## config.mk

```make
export PLATFORM = sky130hd
export DESIGN_NAME = status_frame_conditioner_unit_flat
export DESIGN_NICKNAME = d
export VERILOG_FILES = /design/src/rtl/core/sfc_pkg.sv /design/src/rtl/core/sfc_item_if.sv /design/src/rtl/core/sfc_result_if.sv /design/src/rtl/core/status_frame_conditioner_unit.sv /design/src/rtl/core/sfc_ctrl.sv /design/src/rtl/core/sfc_datapath.sv /design/src/flat_wrapper.sv
export SDC_FILE = /design/constraint.sdc
export NUM_CORES = 1
export LEC_CHECK = 0
export ABC_CLOCK_PERIOD_IN_PS = 14400
export BUFFER_PORTS_ARGS = -buffer_cell sky130_fd_sc_hd__buf_2
export CORE_ASPECT_RATIO = 0.7
export CORE_MARGIN = 2
export CORE_UTILIZATION = 60
export DETAILED_ROUTE_END_ITERATION = 10
export PLACE_DENSITY = 0.81
export SETUP_SLACK_MARGIN = 0.5
export SYNTH_ARGS = -nofsm -noshare
export SYNTH_HDL_FRONTEND = slang
export SYNTH_SLANG_ARGS = --single-unit
```

## constraint.sdc

```tcl
create_clock -name i_clk -period 14.4 [get_ports i_clk]
set_input_delay 2.88 -clock i_clk [delete_from_list [all_inputs] [get_ports i_clk]]
set_output_delay 2.88 -clock i_clk [all_outputs]
set_load 0.01 [all_outputs]
```

## src/rtl/core/sfc_pkg.sv

```systemverilog
// ----------------------------------------------------------------------------
// sfc_pkg
// Shared types, codes and helpers for the status frame conditioner.
// ----------------------------------------------------------------------------
package sfc_pkg;

    // field widths
    localparam int SALT_W   = 16;
    localparam int RAW_W    = 4;
    localparam int HEALTH_W = 4;
    localparam int THR_W    = 8;
    localparam int APB_AW   = 3;
    localparam int APB_DW   = 32;

    // item function codes
    localparam logic FUNC_STATUS     = 1'b0;
    localparam logic FUNC_COMMS_LOST = 1'b1;

    // raw status codes with special meaning
    localparam logic [RAW_W-1:0] RAW_OFF         = 4'd1;
    localparam logic [RAW_W-1:0] RAW_TURNING_OFF = 4'd2;
    localparam logic [RAW_W-1:0] RAW_LAST_KNOWN  = 4'd11;

    // health codes
    localparam logic [HEALTH_W-1:0] HEALTH_OK          = 4'd0;
    localparam logic [HEALTH_W-1:0] HEALTH_TURNING_OFF = 4'd1;
    localparam logic [HEALTH_W-1:0] HEALTH_UNKNOWN     = 4'd11;

    // configuration register indexes
    localparam logic REG_RAISE_FRAMES = 1'b0;
    localparam logic REG_CLEAR_FRAMES = 1'b1;

    // configuration reset values and the dwell count limit
    localparam logic [THR_W-1:0] RAISE_FRAMES_RST = 8'd2;
    localparam logic [THR_W-1:0] CLEAR_FRAMES_RST = 8'd5;
    localparam logic [THR_W-1:0] PCOUNT_MAX       = 8'd255;

    typedef enum logic [1:0] {
        S_IDLE,
        S_SEARCH,
        S_DONE
    } t_state;

    // controller to datapath
    typedef struct packed {
        logic in_ready;
        logic load;
        logic step;
        logic out_load;
    } t_cmd;

    // datapath to controller
    typedef struct packed {
        logic in_valid;
        logic in_comms;
        logic found;
        logic out_free;
    } t_status;

    // raw status to health code
    function automatic logic [HEALTH_W-1:0] map_health(input logic [RAW_W-1:0] raw);
        logic [HEALTH_W-1:0] h;
        if (raw <= RAW_OFF) begin
            h = HEALTH_OK;
        end else if (raw == RAW_TURNING_OFF) begin
            h = HEALTH_TURNING_OFF;
        end else if (raw <= RAW_LAST_KNOWN) begin
            h = raw - 4'd1;
        end else begin
            h = HEALTH_UNKNOWN;
        end
        return h;
    endfunction

    function automatic logic is_concerning(input logic [HEALTH_W-1:0] h);
        return !(h == HEALTH_OK || h == HEALTH_TURNING_OFF);
    endfunction

endpackage

```

## src/rtl/core/sfc_item_if.sv

```systemverilog
// ----------------------------------------------------------------------------
// sfc_item_if
// Input channel carrying one status frame transaction.
// ----------------------------------------------------------------------------
interface sfc_item_if import sfc_pkg::*; ();

    logic              valid;
    logic              ready;
    logic              func;
    logic [RAW_W-1:0]  raw_status;
    logic [SALT_W-1:0] salt_sample;

    modport source (output valid, output func, output raw_status, output salt_sample,
                    input ready);
    modport sink   (input valid, input func, input raw_status, input salt_sample,
                    output ready);

endinterface

```

## src/rtl/core/sfc_result_if.sv

```systemverilog
// ----------------------------------------------------------------------------
// sfc_result_if
// Output channel carrying one conditioned result transaction.
// ----------------------------------------------------------------------------
interface sfc_result_if import sfc_pkg::*; ();

    logic                valid;
    logic                ready;
    logic                salt_valid;
    logic [SALT_W-1:0]   salt_median;
    logic                health_valid;
    logic [HEALTH_W-1:0] health;
    logic                chlorinator_on;

    modport source (output valid, output salt_valid, output salt_median,
                    output health_valid, output health, output chlorinator_on,
                    input ready);
    modport sink   (input valid, input salt_valid, input salt_median,
                    input health_valid, input health, input chlorinator_on,
                    output ready);

endinterface

```

## src/rtl/core/status_frame_conditioner_unit.sv

```systemverilog
// ----------------------------------------------------------------------------
// status_frame_conditioner_unit
// Median salt smoothing and debounced health reporting for status frames.
// ----------------------------------------------------------------------------
// Flow: a status frame is taken in S_IDLE, then the one-slot-per-cycle rank search
//   in S_SEARCH stops at slot j (0..WINDOW_SIZE-1), and S_DONE loads the result
//   once the output register is free; a comms-lost transaction skips S_SEARCH.
// Handshake: one transaction at a time; a new frame is
//   taken while the previous result still waits in the output register.
// Reset: synchronous active low; clears window bookkeeping, dwell state, output
//   valid and thresholds (raise 2, clear 5); window contents are not cleared.
module status_frame_conditioner_unit import sfc_pkg::*; #(
    parameter int WINDOW_SIZE = 5
) (
    input  logic              i_clk,
    input  logic              i_rst_n,
    sfc_item_if.sink          i_item,
    sfc_result_if.source      o_result,
    input  logic              psel,
    input  logic              penable,
    input  logic              pwrite,
    input  logic [APB_AW-1:0] paddr,
    input  logic [APB_DW-1:0] pwdata,
    output logic [APB_DW-1:0] prdata,
    output logic              pready
);

    logic [THR_W-1:0] r_raise_frames;
    logic [THR_W-1:0] r_clear_frames;
    logic             w_reg_idx;
    t_cmd             w_cmd;
    t_status          w_status;

    // configuration registers
    assign pready    = 1'b1;
    assign w_reg_idx = paddr[2];

    always_ff @(posedge i_clk) begin
        if (!i_rst_n) begin
            r_raise_frames <= RAISE_FRAMES_RST;
            r_clear_frames <= CLEAR_FRAMES_RST;
        end else if (psel && penable && pwrite) begin
            if (w_reg_idx == REG_RAISE_FRAMES) begin
                r_raise_frames <= pwdata[THR_W-1:0];
            end else begin
                r_clear_frames <= pwdata[THR_W-1:0];
            end
        end
    end

    assign prdata = (w_reg_idx == REG_RAISE_FRAMES) ? APB_DW'(r_raise_frames)
                                                    : APB_DW'(r_clear_frames);

    // sequencer
    sfc_ctrl u_ctrl (
        .i_clk    (i_clk),
        .i_rst_n  (i_rst_n),
        .i_status (w_status),
        .o_cmd    (w_cmd)
    );

    // datapath
    sfc_datapath #(
        .WINDOW_SIZE (WINDOW_SIZE)
    ) u_datapath (
        .i_clk          (i_clk),
        .i_rst_n        (i_rst_n),
        .i_raise_frames (r_raise_frames),
        .i_clear_frames (r_clear_frames),
        .i_cmd          (w_cmd),
        .o_status       (w_status),
        .i_item         (i_item),
        .o_result       (o_result)
    );

    // one frame at a time: no new transaction right after one is taken
    a_busy_after_take: assert property (@(posedge i_clk) disable iff (!i_rst_n)
        i_item.valid && i_item.ready |=> !i_item.ready)
        else $error("input taken again straight after a transaction");

    // a result is only loaded into a free output register
    a_load_when_free: assert property (@(posedge i_clk) disable iff (!i_rst_n)
        w_cmd.out_load |-> (!o_result.valid || o_result.ready))
        else $error("result overwrote a pending transaction");

    // a result without salt is a comms-lost report
    a_comms_result: assert property (@(posedge i_clk) disable iff (!i_rst_n)
        o_result.valid && !o_result.salt_valid |->
            o_result.health_valid && o_result.health == HEALTH_UNKNOWN &&
            !o_result.chlorinator_on && o_result.salt_median == '0)
        else $error("malformed comms-lost result");

    // the rank search only steps while a frame is in hand
    a_search_bounded: assert property (@(posedge i_clk) disable iff (!i_rst_n)
        w_cmd.step |-> !w_cmd.in_ready)
        else $error("search step while idle");

endmodule

```

## src/rtl/core/sfc_ctrl.sv

```systemverilog
// ----------------------------------------------------------------------------
// sfc_ctrl
// Sequencer: takes a frame, steps the median rank search, hands off the result.
// ----------------------------------------------------------------------------
module sfc_ctrl import sfc_pkg::*; (
    input  logic    i_clk,
    input  logic    i_rst_n,
    input  t_status i_status,
    output t_cmd    o_cmd
);

    t_state r_state;
    t_state n_state;

    // state register
    always_ff @(posedge i_clk) begin
        if (!i_rst_n) begin
            r_state <= S_IDLE;
        end else begin
            r_state <= n_state;
        end
    end

    // next state and commands
    always_comb begin
        n_state = r_state;
        o_cmd   = '0;
        case (r_state)
            S_IDLE: begin
                o_cmd.in_ready = 1'b1;
                if (i_status.in_valid) begin
                    o_cmd.load = 1'b1;
                    n_state    = i_status.in_comms ? S_DONE : S_SEARCH;
                end
            end
            S_SEARCH: begin
                o_cmd.step = 1'b1;
                if (i_status.found) begin
                    n_state = S_DONE;
                end
            end
            S_DONE: begin
                if (i_status.out_free) begin
                    o_cmd.out_load = 1'b1;
                    n_state        = S_IDLE;
                end
            end
            default: begin
                n_state = S_IDLE;
            end
        endcase
    end

endmodule

```

## src/rtl/core/sfc_datapath.sv

```systemverilog
// ----------------------------------------------------------------------------
// sfc_datapath
// Salt window with rank search, dwell debouncer and the output register.
// ----------------------------------------------------------------------------
module sfc_datapath import sfc_pkg::*; #(
    parameter int WINDOW_SIZE = 5
) (
    input  logic               i_clk,
    input  logic               i_rst_n,
    input  logic [THR_W-1:0]   i_raise_frames,
    input  logic [THR_W-1:0]   i_clear_frames,
    input  t_cmd               i_cmd,
    output t_status            o_status,
    sfc_item_if.sink           i_item,
    sfc_result_if.source       o_result
);

    localparam int IDX_W = (WINDOW_SIZE > 1) ? $clog2(WINDOW_SIZE) : 1;
    localparam int CNT_W = $clog2(WINDOW_SIZE + 1);

    // window and its bookkeeping
    logic [SALT_W-1:0] r_win [WINDOW_SIZE];
    logic [IDX_W-1:0]  r_widx, n_widx;
    logic [CNT_W-1:0]  r_fill, n_fill;
    logic [IDX_W-1:0]  r_cand;

    // dwell state
    logic                r_started, n_started;
    logic [HEALTH_W-1:0] r_shown, n_shown;
    logic [HEALTH_W-1:0] r_pending, n_pending;
    logic [THR_W-1:0]    r_pcount, n_pcount;

    // result being built
    logic                r_salt_valid;
    logic [SALT_W-1:0]   r_smooth;
    logic                r_hvalid, n_hvalid;
    logic [HEALTH_W-1:0] r_health, n_health;
    logic                r_on;

    // output register
    logic                r_out_valid;
    logic                r_o_salt_valid;
    logic [SALT_W-1:0]   r_o_smooth;
    logic                r_o_hvalid;
    logic [HEALTH_W-1:0] r_o_health;
    logic                r_o_on;

    logic                w_is_comms;
    logic [HEALTH_W-1:0] w_raw_h;
    logic [THR_W-1:0]    w_cnt_new;
    logic [THR_W-1:0]    w_thr;
    logic [SALT_W-1:0]   w_cand_val;
    logic [WINDOW_SIZE-1:0] w_lt_mask, w_le_mask;
    logic [CNT_W-1:0]    w_lt, w_le, w_rank;

    assign w_is_comms = (i_item.func == FUNC_COMMS_LOST);
    assign w_raw_h    = map_health(i_item.raw_status);

    // status towards the controller
    assign i_item.ready      = i_cmd.in_ready;
    assign o_status.in_valid = i_item.valid;
    assign o_status.in_comms = w_is_comms;
    assign o_status.out_free = !r_out_valid || o_result.ready;

    // ring index and fill count
    always_comb begin
        n_widx = r_widx;
        n_fill = r_fill;
        if (i_cmd.load) begin
            if (w_is_comms) begin
                n_widx = '0;
                n_fill = '0;
            end else begin
                n_widx = (r_widx == IDX_W'(WINDOW_SIZE - 1)) ? '0 : r_widx + 1'b1;
                if (r_fill != CNT_W'(WINDOW_SIZE)) begin
                    n_fill = r_fill + 1'b1;
                end
            end
        end
    end

    // dwell debouncer
    always_comb begin
        n_started = r_started;
        n_shown   = r_shown;
        n_pending = r_pending;
        n_pcount  = r_pcount;
        n_hvalid  = 1'b0;
        n_health  = HEALTH_OK;
        w_cnt_new = (w_raw_h == r_pending) ?
                    ((r_pcount == PCOUNT_MAX) ? r_pcount : r_pcount + 1'b1) : THR_W'(1);
        w_thr     = (is_concerning(r_shown) && !is_concerning(w_raw_h)) ?
                    i_clear_frames : i_raise_frames;
        if (w_is_comms) begin
            n_started = 1'b0;
            n_pcount  = '0;
            n_hvalid  = 1'b1;
            n_health  = HEALTH_UNKNOWN;
        end else if (w_raw_h != HEALTH_UNKNOWN) begin
            if (!r_started) begin
                n_started = 1'b1;
                n_shown   = w_raw_h;
                n_pending = w_raw_h;
                n_pcount  = '0;
                n_hvalid  = 1'b1;
                n_health  = w_raw_h;
            end else if (w_raw_h == r_shown) begin
                n_pending = w_raw_h;
                n_pcount  = '0;
            end else begin
                n_pending = w_raw_h;
                if (w_cnt_new >= w_thr) begin
                    n_shown  = w_raw_h;
                    n_pcount = '0;
                    n_hvalid = 1'b1;
                    n_health = w_raw_h;
                end else begin
                    n_pcount = w_cnt_new;
                end
            end
        end
    end

    // rank of the current candidate among the filled entries
    assign w_cand_val = r_win[r_cand];
    always_comb begin
        for (int i = 0; i < WINDOW_SIZE; i++) begin
            w_lt_mask[i] = (i < int'(r_fill)) && (r_win[i] <  w_cand_val);
            w_le_mask[i] = (i < int'(r_fill)) && (r_win[i] <= w_cand_val);
        end
    end
    assign w_lt           = CNT_W'($countones(w_lt_mask));
    assign w_le           = CNT_W'($countones(w_le_mask));
    assign w_rank         = r_fill >> 1;
    assign o_status.found = (w_lt <= w_rank) && (w_le > w_rank);

    // control state
    always_ff @(posedge i_clk) begin
        if (!i_rst_n) begin
            r_widx      <= '0;
            r_fill      <= '0;
            r_started   <= 1'b0;
            r_shown     <= HEALTH_OK;
            r_pending   <= HEALTH_OK;
            r_pcount    <= '0;
            r_out_valid <= 1'b0;
        end else begin
            r_widx <= n_widx;
            r_fill <= n_fill;
            if (i_cmd.load) begin
                r_started <= n_started;
                r_shown   <= n_shown;
                r_pending <= n_pending;
                r_pcount  <= n_pcount;
            end
            if (i_cmd.out_load) begin
                r_out_valid <= 1'b1;
            end else if (o_result.ready) begin
                r_out_valid <= 1'b0;
            end
        end
    end

    // window write, search candidate and result payload
    always_ff @(posedge i_clk) begin
        if (i_cmd.load) begin
            if (!w_is_comms) begin
                r_win[r_widx] <= i_item.salt_sample;
            end
            r_cand       <= '0;
            r_salt_valid <= !w_is_comms;
            r_smooth     <= '0;
            r_hvalid     <= n_hvalid;
            r_health     <= n_health;
            r_on         <= !(w_is_comms || i_item.raw_status == RAW_OFF ||
                              i_item.raw_status == RAW_TURNING_OFF);
        end else if (i_cmd.step) begin
            if (o_status.found) begin
                r_smooth <= w_cand_val;
            end else begin
                r_cand <= r_cand + 1'b1;
            end
        end
        if (i_cmd.out_load) begin
            r_o_salt_valid <= r_salt_valid;
            r_o_smooth     <= r_smooth;
            r_o_hvalid     <= r_hvalid;
            r_o_health     <= r_health;
            r_o_on         <= r_on;
        end
    end

    assign o_result.valid          = r_out_valid;
    assign o_result.salt_valid     = r_o_salt_valid;
    assign o_result.salt_median    = r_o_smooth;
    assign o_result.health_valid   = r_o_hvalid;
    assign o_result.health         = r_o_health;
    assign o_result.chlorinator_on = r_o_on;

endmodule

```

## src/flat_wrapper.sv

```systemverilog
// flat-port wrapper written by rule: the top's interface ports become plain ports
module status_frame_conditioner_unit_flat import sfc_pkg::*;
#(
    parameter int WINDOW_SIZE = 5
)
  (i_clk, i_rst_n, psel, penable, pwrite, paddr, pwdata, prdata, pready, i_item_valid, i_item_func, i_item_raw_status, i_item_salt_sample, i_item_ready, o_result_valid, o_result_salt_valid, o_result_salt_median, o_result_health_valid, o_result_health, o_result_chlorinator_on, o_result_ready);
  sfc_item_if i_item_i ();
  sfc_result_if o_result_i ();
  input  logic i_clk;
  input  logic i_rst_n;
  input  logic psel;
  input  logic penable;
  input  logic pwrite;
  input  logic [APB_AW-1:0] paddr;
  input  logic [APB_DW-1:0] pwdata;
  output logic [APB_DW-1:0] prdata;
  output logic pready;
  input wire logic [$bits(i_item_i.valid)-1:0] i_item_valid;
  input wire logic [$bits(i_item_i.func)-1:0] i_item_func;
  input wire logic [$bits(i_item_i.raw_status)-1:0] i_item_raw_status;
  input wire logic [$bits(i_item_i.salt_sample)-1:0] i_item_salt_sample;
  output wire logic [$bits(i_item_i.ready)-1:0] i_item_ready;
  output wire logic [$bits(o_result_i.valid)-1:0] o_result_valid;
  output wire logic [$bits(o_result_i.salt_valid)-1:0] o_result_salt_valid;
  output wire logic [$bits(o_result_i.salt_median)-1:0] o_result_salt_median;
  output wire logic [$bits(o_result_i.health_valid)-1:0] o_result_health_valid;
  output wire logic [$bits(o_result_i.health)-1:0] o_result_health;
  output wire logic [$bits(o_result_i.chlorinator_on)-1:0] o_result_chlorinator_on;
  input wire logic [$bits(o_result_i.ready)-1:0] o_result_ready;
  assign i_item_i.valid = i_item_valid;
  assign i_item_i.func = i_item_func;
  assign i_item_i.raw_status = i_item_raw_status;
  assign i_item_i.salt_sample = i_item_salt_sample;
  assign i_item_ready = i_item_i.ready;
  assign o_result_valid = o_result_i.valid;
  assign o_result_salt_valid = o_result_i.salt_valid;
  assign o_result_salt_median = o_result_i.salt_median;
  assign o_result_health_valid = o_result_i.health_valid;
  assign o_result_health = o_result_i.health;
  assign o_result_chlorinator_on = o_result_i.chlorinator_on;
  assign o_result_i.ready = o_result_ready;
  status_frame_conditioner_unit #(.WINDOW_SIZE(WINDOW_SIZE)) u_core (.i_clk(i_clk), .i_rst_n(i_rst_n), .i_item(i_item_i), .o_result(o_result_i), .psel(psel), .penable(penable), .pwrite(pwrite), .paddr(paddr), .pwdata(pwdata), .prdata(prdata), .pready(pready));
endmodule
```

==> impl_metrics.tcl <==
set metrics [dict create \
    status "completed" \
    critPathMaxFanout 9 \
    worstPathArrival_ns 7.41 \
    holdPathEnd "u_core.u_datapath.o_result.health[3]$_DFFE_PP_" \
    min_path_type "register to register" \
    max_freq_ghz 0.143 \
    pre_cts_ws_ns 6.96 \
    drc 0 \
    wl_met1_um 11400 \
    wl_per_cell_um 19.6 \
    reg2reg_to "u_core.u_datapath.r_smooth[6]$_SDFFE_PP0P_" \
    initial_core_util_pct 60.6 \
    top_layer_used "met4" \
    critPathRequiredTime_ns 14.83 \
    grt_max_degree 45 \
    cts_tree "done" \
    synth-seq-cells 222 \
    hold_viol_final 0 \
    netlist_top_cells_count "158 x edfxtp_1, 101 x ha_1, 82 x nand2_1" \
    pin_count 121 \
    fin_crit_ns 6.98 \
    core_mm2 0.0188 \
    critPathSlowestCell "nor4b_1" \
    crit_family "simple AND/OR/NAND/NOR gates" \
    io_buffers 69 \
    syn_inst 901 \
    dr.pass1.iters 5 \
    clkTransAtPathRegs_ns 0.06 \
    nFillCells 1376 \
    seq_area_mm2 0.00603 \
    yosysTopAreaCellShare_pct 41.7 \
    grt_overflow 0 \
    netlist-cell-type-count 63 \
    rsz0062_at_grt "no" \
    drive_gt1_share_pct 17.2 \
    num_vias 7502 \
    syn_to_final_growth_pct 10.8 \
    dr_wl_met2_um 10200 \
    antenna_cells 0 \
    skew_ns 0.0130 \
    nets 1146 \
    wl_um 24100 \
    ys.flop_type "edfxtp_1" \
    cts_setup_buffers 0 \
    htree_num_levels 1 \
    grt_use_total_pct 24.6 \
    slew_headroom_pct 29.5 \
    synth_edf_count 158 \
    clk_latency_ns 0.50 \
    netlist_area_mm2 0.0114 \
    ctsRootBufferMaster "clkbuf_16" \
    reg2regPathDepth 21 \
    yosysMostFrequentCell "edfxtp_1" \
    worst_slew_pin_slew_ns 1.03 \
    crit_chain "buf_2 -> inv_1 -> ha_1 -> or3_4 -> a22oi_4 -> xnor2_1 -> nand2_1 -> or3_1 -> nor3_1 -> ha_1 -> a211oi_1 -> a211oi_1 -> nor4b_1 -> nor3b_4 -> or3b_1 -> a21boi_1" \
    multi_input_area_mm2 0.00504 \
    period_share_pct 48.5 \
    ant_nets 0 \
    ys_seq_area_share_pct 53.0 \
    clockBufferDepth 3 \
    grt_pass1_vias 7190 \
    via_per_inst 6.08 \
    crit_path_max_incr_delay_ns 0.59 \
    crit_path_end_kind "register" \
    hp-start "u_core.u_datapath.r_health[3]$_SDFFCE_PP1P_" \
    peakVddDrop_mv 0.106 \
    setup_violations 0 \
    slew_viol_final 0 \
    dp_hpwl_um 17100 \
    postCtsResizedCells 0 \
    cts_num_sinks 222 \
    finalSetupTns_ns 0 \
    dieWidth_um 169 \
    drv_cap 0 \
    die_area_mm2 0.0201 \
    reg2reg_slack_ns 7.52 \
    antenna_found_initial 0 \
    critPathLaunchType "input pin" \
    cts_buffers 22 \
    whs_path_depth 0 \
    cp.buffers_inverters 2 \
    grt_pass1_wl_um 38500 \
    async_reset_ff_share_pct 0 \
    drtIter0Drc 834 \
    die_h_um 119 \
    ys_top_cells_by_area "edfxtp_1 42%, dfxtp_1 11%, ha_1 11%, mux4_2 6.3%, nand2_1 2.7%" \
    netlist.top_cell.by_area "edfxtp_1" \
    num_rows 42 \
    synth_warnings 0 \
    power.density_mw_per_mm2 123 \
    crit_type "input pin to register" \
    wl_met3_um 2180 \
    gp_congestion 0.927 \
    leakage_nw 4.76 \
    hold_buffers 0 \
    avgSynthCellArea_um2 12.6 \
    finalWorstSetupSlack_ns 7.42 \
]
-- where the power goes --
part           switching [mW]  internal, mW  leakage, nW
registers              0.0105         0.704         1.95
clock network           0.227         0.317        0.335
logic                   0.175         0.122         2.47
total                   0.412          1.14         4.76
-- worst max path at each step --
stage / start / to / slack (ns) / depth (start not counted)
global route: register / u_core.u_datapath.r_smooth[11]$_SDFFE_PP0P_ / 6.97 / 21
finish: i_item_raw_status[0] / u_core.u_datapath.r_pcount[4]$_SDFFE_PN0P_ / 7.42 / 16
floorplan: i_item_raw_status[0] / u_core.u_datapath.r_pcount[4]$_SDFFE_PN0P_ / 7.88 / 16
global placement: i_item_raw_status[0] / u_core.u_datapath.r_pcount[4]$_SDFFE_PN0P_ / 7.07 / 16
CTS: i_item_raw_status[0] / u_core.u_datapath.r_pcount[4]$_SDFFE_PN0P_ / 7.43 / 16
detailed placement: i_item_raw_status[0] / u_core.u_datapath.r_pcount[4]$_SDFFE_PN0P_ / 6.96 / 16
-- final cells by class --
cell class,count,share of cell area (%)
repair buffers,83,3.57
well taps,242,2.40
flip-flops and latches,222,47.8
clock buffers,32,4.91
clock inverters,8,0.526
inverters,26,0.774
multi-input cells,621,40.0
-- routing by layer --
layer | up-vias | GRT usage, %
met4 | 0 | 4.53
met1 | 3645 | 39.3
li1 | 3527 | -
met3 | 29 | 4.79
met2 | 301 | 35.4
met5 | - | 0
-- state kept, by name (all words and copies together), names as in the netlist, 2 cells and up, named ones only --
signal,count
u_core.u_datapath.r_win,128
u_core.u_datapath.o_result.salt_median,16
u_core.u_datapath.r_smooth,16
u_core.r_clear_frames,8
u_core.r_raise_frames,8
u_core.u_datapath.r_pcount,8
u_core.u_datapath.o_result.health,4
u_core.u_datapath.r_health,4
u_core.u_datapath.r_pending,4
u_core.u_datapath.r_shown,4
u_core.u_datapath.r_cand,3
u_core.u_datapath.r_fill,3
u_core.u_datapath.r_widx,3
u_core.u_ctrl.r_state,2
-- through the flow --
stage	utilization, %	area, um2	hold slack (ns)	total power [mW]	cells
global placement	63.5	11900	0.403	1.01	1194
finish	67.2	12600	0.420	1.56	1234
floorplan	-	11500	0.400	0.942	924
global route	67.2	12600	0.428	1.63	1234
detailed placement	63.5	11900	0.405	1.02	1194
CTS	67.2	12600	0.420	1.56	1234
-- cell families (layout without fill, tap and decap cells) --
group	Yosys count	in the layout	synth area share, %
other	2	25	0.0660
AOI/OAI and AO/OA	167	167	10.1
buffers and inverters	81	149	3.61
xor gates and xnor gates	10	10	0.836
adders and majority gates	107	107	12.2
DFF	222	222	53.0
and+or+nand+nor	245	245	10.7
muxes	67	67	9.53
-- layout by cell type, fill, tap and decap left out, types with 26 or more instances in the layout --
| cell | n |
|---|---|
| inv_1 | 26 |
| buf_2 | 69 |
| ha_1 | 101 |
| dfxtp_1 | 63 |
| edfxtp_1 | 158 |
| nor2_1 | 55 |
| a21oi_1 | 32 |
| mux4_2 | 32 |
| o21ai_0 | 27 |
| nand2_1 | 82 |
(Power assumes the default switching activity.)
